<file path="src/rtl/sme_pkg.sv">
// Package for the stack machine execute unit: sizes, opcodes, error codes.
// No dependencies.
package sme_pkg;
  localparam int unsigned StackDepth = 256;
  localparam int unsigned SpW        = $clog2(StackDepth + 1);
  localparam int unsigned AddrW      = $clog2(StackDepth);
  localparam int unsigned PcBits     = 16;

  typedef enum logic [4:0] {
    OP_NOP = 5'd0, OP_PUSH = 5'd1, OP_POP = 5'd2, OP_IN = 5'd3, OP_OUT = 5'd4,
    OP_ADD = 5'd5, OP_SUB = 5'd6, OP_MUL = 5'd7, OP_DIV = 5'd8, OP_PUSHR = 5'd9,
    OP_POPR = 5'd10, OP_JMP = 5'd11, OP_JEQ = 5'd12, OP_JNE = 5'd13, OP_JA = 5'd14,
    OP_JAE = 5'd15, OP_JB = 5'd16, OP_JBE = 5'd17, OP_CALL = 5'd18, OP_RET = 5'd19
  } op_e;

  typedef enum logic [2:0] {
    ERR_OK = 3'd0, ERR_UNDER = 3'd1, ERR_OVER = 3'd2, ERR_REG = 3'd3, ERR_DIV0 = 3'd4
  } err_e;

  typedef struct packed {
    logic        start;
    logic [31:0] a;
    logic [31:0] b;
  } div_req_t;

  typedef struct packed {
    logic        done;
    logic [31:0] q;
  } div_rsp_t;
endpackage

</file>
<file path="src/rtl/sme_divider.sv">
// Serial signed divider, one quotient bit per cycle, truncating toward zero.
// Depends on sme_pkg.
module sme_divider (
  input  logic              clk_i,
  input  logic              rst_ni,
  input  sme_pkg::div_req_t req_i,
  output sme_pkg::div_rsp_t rsp_o
);
  import sme_pkg::*;
  logic [31:0] rem_q, quo_q, den_q;
  logic [5:0]  cnt_q;
  logic        busy_q, neg_q, done_q;
  logic [32:0] trial;

  assign trial = {rem_q, quo_q[31]} - {1'b0, den_q};

  always_ff @(posedge clk_i or negedge rst_ni) begin
    if (!rst_ni) begin
      busy_q <= 1'b0;
      done_q <= 1'b0;
      cnt_q  <= '0;
    end else begin
      done_q <= 1'b0;
      if (req_i.start) begin
        busy_q <= 1'b1;
        cnt_q  <= 6'd32;
      end else if (busy_q) begin
        cnt_q <= cnt_q - 6'd1;
        if (cnt_q == 6'd1) begin
          busy_q <= 1'b0;
          done_q <= 1'b1;
        end
      end
    end
  end

  always_ff @(posedge clk_i) begin
    if (req_i.start) begin
      rem_q <= '0;
      quo_q <= req_i.a[31] ? (32'd0 - req_i.a) : req_i.a;
      den_q <= req_i.b[31] ? (32'd0 - req_i.b) : req_i.b;
      neg_q <= req_i.a[31] ^ req_i.b[31];
    end else if (busy_q) begin
      if (!trial[32]) begin
        rem_q <= trial[31:0];
        quo_q <= {quo_q[30:0], 1'b1};
      end else begin
        rem_q <= {rem_q[30:0], quo_q[31]};
        quo_q <= {quo_q[30:0], 1'b0};
      end
    end
  end

  assign rsp_o.done = done_q;
  assign rsp_o.q    = neg_q ? (32'd0 - quo_q) : quo_q;
endmodule

</file>
<file path="config.mk">
export PLATFORM = sky130hd
export DESIGN_NAME = sme_divider
export DESIGN_NICKNAME = d
export VERILOG_FILES = /design/src/rtl/sme_pkg.sv /design/src/rtl/sme_divider.sv
export SDC_FILE = /design/constraint.sdc
export NUM_CORES = 1
export LEC_CHECK = 0
export ABC_AREA = 1
export BUFFER_PORTS_ARGS = -buffer_cell sky130_fd_sc_hd__buf_4
export CAP_MARGIN = 10
export CORE_UTILIZATION = 61
export DETAILED_ROUTE_END_ITERATION = 16
export PLACE_DENSITY = 0.93
export SETUP_SLACK_MARGIN = 0.2
export SLEW_MARGIN = 15
export SYNTH_ARGS = -nofsm -noshare
export SYNTH_HDL_FRONTEND = slang
export SYNTH_SLANG_ARGS = --single-unit
</file>
<file path="constraint.sdc">
create_clock -name clk_i -period 3.14 [get_ports clk_i]
set_clock_uncertainty 0.2 [all_clocks]
set_input_delay 0.314 -clock clk_i [delete_from_list [all_inputs] [get_ports clk_i]]
set_output_delay 0.314 -clock clk_i [all_outputs]
set_load 0.02 [all_outputs]
</file>
==> impl_metrics.toml <==
[placed_design]
port_buffers = 99
dp_hpwl_um = 19400
dp_slack_ps = 222
routabilityCongestion = 0.989

[floorplanning]
rows = 44
start_util_pct = 63.1
ioPinCount = 100
die_h_um = 125
die_w_um = 125
core_area_um2 = 14700
die-area_um2 = 15700

[power_and_ir_drop]
p_switching_uw = 1500
intPower_uw = 2720
power.density_nw_per_um2 = 397
comb_power_share_pct = 33.0
totalPowerFinal_uw = 4220
p_clk_share_pct = 26.1
leakage_uw = 0.00568
p_seq_share_pct = 40.9
swShare_pct = 35.6
ir_drop_uv = 414

[clock_network]
tritoncts = "yes"
clock_path_buffers = 2
clk_pin_slew_ps = 70
insertion_delay_ps = 360
cts.htree.levels = 3
clock-sinks = 105
cts_buffers = 9
cts_root_buffer = "clkbuf_16"

[critical_path]
slowest_delay_ps = 460
cp_data_arrival_time_ps = 2480
endpoint_kind = "primary output"
path_cells = "nor2_1, nand4_1, nor3_4, nand4_1, nor2_2, buf_4, nand2_1, nand2_1, xor2_1, buf_4"
cp_slowest_cell = "edfxtp_1"
critPathTopFamily = "simple AND/OR/NAND/NOR gates"
cp_max_fo = 5
path_class = "reg2out"
crit_path_start_kind = "register"
timing.critical_path.buf_inv = 2
required_ps = 2630

[synthesis]
synth_edf_count = 65
ys.flop_type = "edfxtp_1"
yosys-top-cells-count = "482 x nand2_1, 276 x inv_1, 120 x nor2_1"
ys_types = 46
yosysSeqAreaShare_pct = 30.1
synth.most_common_cell = "nand2_1"
yosysWarnings = 0
ys_async_sr_fraction_pct = 7.62
syn_avg_cell_area_um2 = 6.38
synth-seq-cells = 105
yosysTopAreaCell = "edfxtp_1"
synthCells = 1454
synthesis.area_um2 = 9280
synth_top_area_share_pct = 21.0
ys_top_cells_by_area = "edfxtp_1 21%, nand2_1 19%, inv_1 11%, dfxtp_1 6.9%, nand3_1 5.7%"
synth_fp_nets = 1559

[drt]
drc = 0
wl_per_cell_um = 15.0
first_pass_iters = 6
routed_via_density = 5.53
drtIter0Drc = 1086
drtAntennaViolNets = 0
wl_um = 26200
vias = 9634

[global_route]
busiest_layer = "met2"
grt_pass1_wl_um = 41700
antenna_found_initial = 0
grt_pass1_vias = 8997
met1_usage_pct = 43.9
gr-total-overflow = 0
grt.met2_usage_pct = 54.4
grt_max_degree = 41
gr-usage-all-layers_pct = 33.1
grtUsageMet3_pct = 3.98

[sta]
worst_slack_ps = 146
finalCriticalPeriod_ps = 2990
fmax_mhz = 334
finalCritPeriodShare_pct = 95.4
finalSetupViolCount = 0
relSlewSlack_pct = 60.7
whs_ps = 52.8
tightest_slew_ps = 585
drv_slew = 0
rsz0062_at_grt = "yes"
hold_violations = 0
finalSetupTns_ps = 0

[layout]
num-nets-final = 1659
drive_gt1_share_pct = 11.9
antenna_cells = 0
fillers = 1172
area.growth.synth_to_final_pct = 14.6

[run]
drv_cap = 0

[worst_hold_path]
hold_path_class = "in2reg"

[status]
status = "finished clean"
layer usage:
metal	vias to the layer above	part of all wire, %
met2	522	46
met1	4294	42
met4	0	3.9
met3	101	9.0
met5	-	0
li1	4717	-
cells in the final DEF (no fill, tap or decap), types with 30 or more instances in the layout:
cell	instances
nand2_1	479
inv_1	274
nor2_1	115
buf_4	111
nand3_1	105
edfxtp_1	65
o21ai_0	59
xor2_1	55
ha_1	37
dfxtp_1	32
xnor2_1	30
kinds of logic after synthesis:
kind of cell	after synthesis	synth area share, %
adder cells (fa/ha/maj)	38	5.20
flip-flops	105	30.1
AND/OR/NAND/NOR	803	37.0
buffers and inverters	310	13.1
AO/OA/AOI/OAI	113	6.65
XOR/XNOR	85	8.02
flip-flops by register name (all words and copies together), names as in the netlist:
signal,flops
busy_q,1
cnt_q,6
den_q,32
done_q,1
neg_q,1
quo_q,32
rem_q,32
power groups by stage:
stage / sequential [uW] / combinational [uW] / clock, uW
floorplan: 1720 / 856 / 0
global placement: 1740 / 1300 / 0
detailed placement: 1750 / 1330 / 0
CTS: 1720 / 1350 / 1090
global route: 1740 / 1520 / 1150
finish: 1730 / 1390 / 1100
path summary, 6_finish.rpt:
| kind | startpoint | endpoint | slack, ps | depth (start not counted) |
|---|---|---|---|---|
| hold reg to reg | rem_q[7] | rem_q[7] | 270 | 2 |
| setup reg to reg | quo_q[31] | quo_q[0] | 300 | 15 |
| hold / removal | req_i[21] | den_q[21] | 50 | 3 |
| max in group asynchronous | rst_ni | busy_q | 2500 | 2 |
| setup / recovery | quo_q[4] | rsp_o[19] | 150 | 10 |
| min in group asynchronous | rst_ni | cnt_q[5] | 110 | 2 |
through the flow:
step,std cells,utilization [%],area (um^2)
floorplan,1454,-,9280
global placement,1715,69.1,10200
detailed placement,1715,69.1,10200
CTS,1734,71.2,10500
global route,1743,72.4,10600
finish,1743,72.4,10600
area by class of cell:
type	count	area, um^2	share of cell area, %
flip-flops and latches	105	2790	26.2
clock inverters	2	12.5	0.118
multi-input cells	1044	5430	51.1
inverters	281	1050	9.91
well taps	184	230	2.16
repair buffers	113	853	8.02
clock buffers	14	264	2.48
worst register-to-register path: stages, from the launching register on:
cell	delay, ps
edfxtp_1	360
inv_1	80
ha_1	240
fa_1	400
inv_1	110
nand2_1	80
nand2_1	110
nand3_1	90
nand2_2	110
nand2_1	70
nand2_2	110
nand2_4	90
nand2_4	90
nand2_4	160
nand2_8	160
o21ai_0	100
timing repair:
item,in CTS,in global routing
hold buffers,2,0
hold endpoints to repair,9,0
pin swaps,0,9
endpoints found under the setup margin,9,47
buffers inserted,1,4
resized for setup,5,18
gates cloned,0,5
Power figures use the tool's default switching activity.
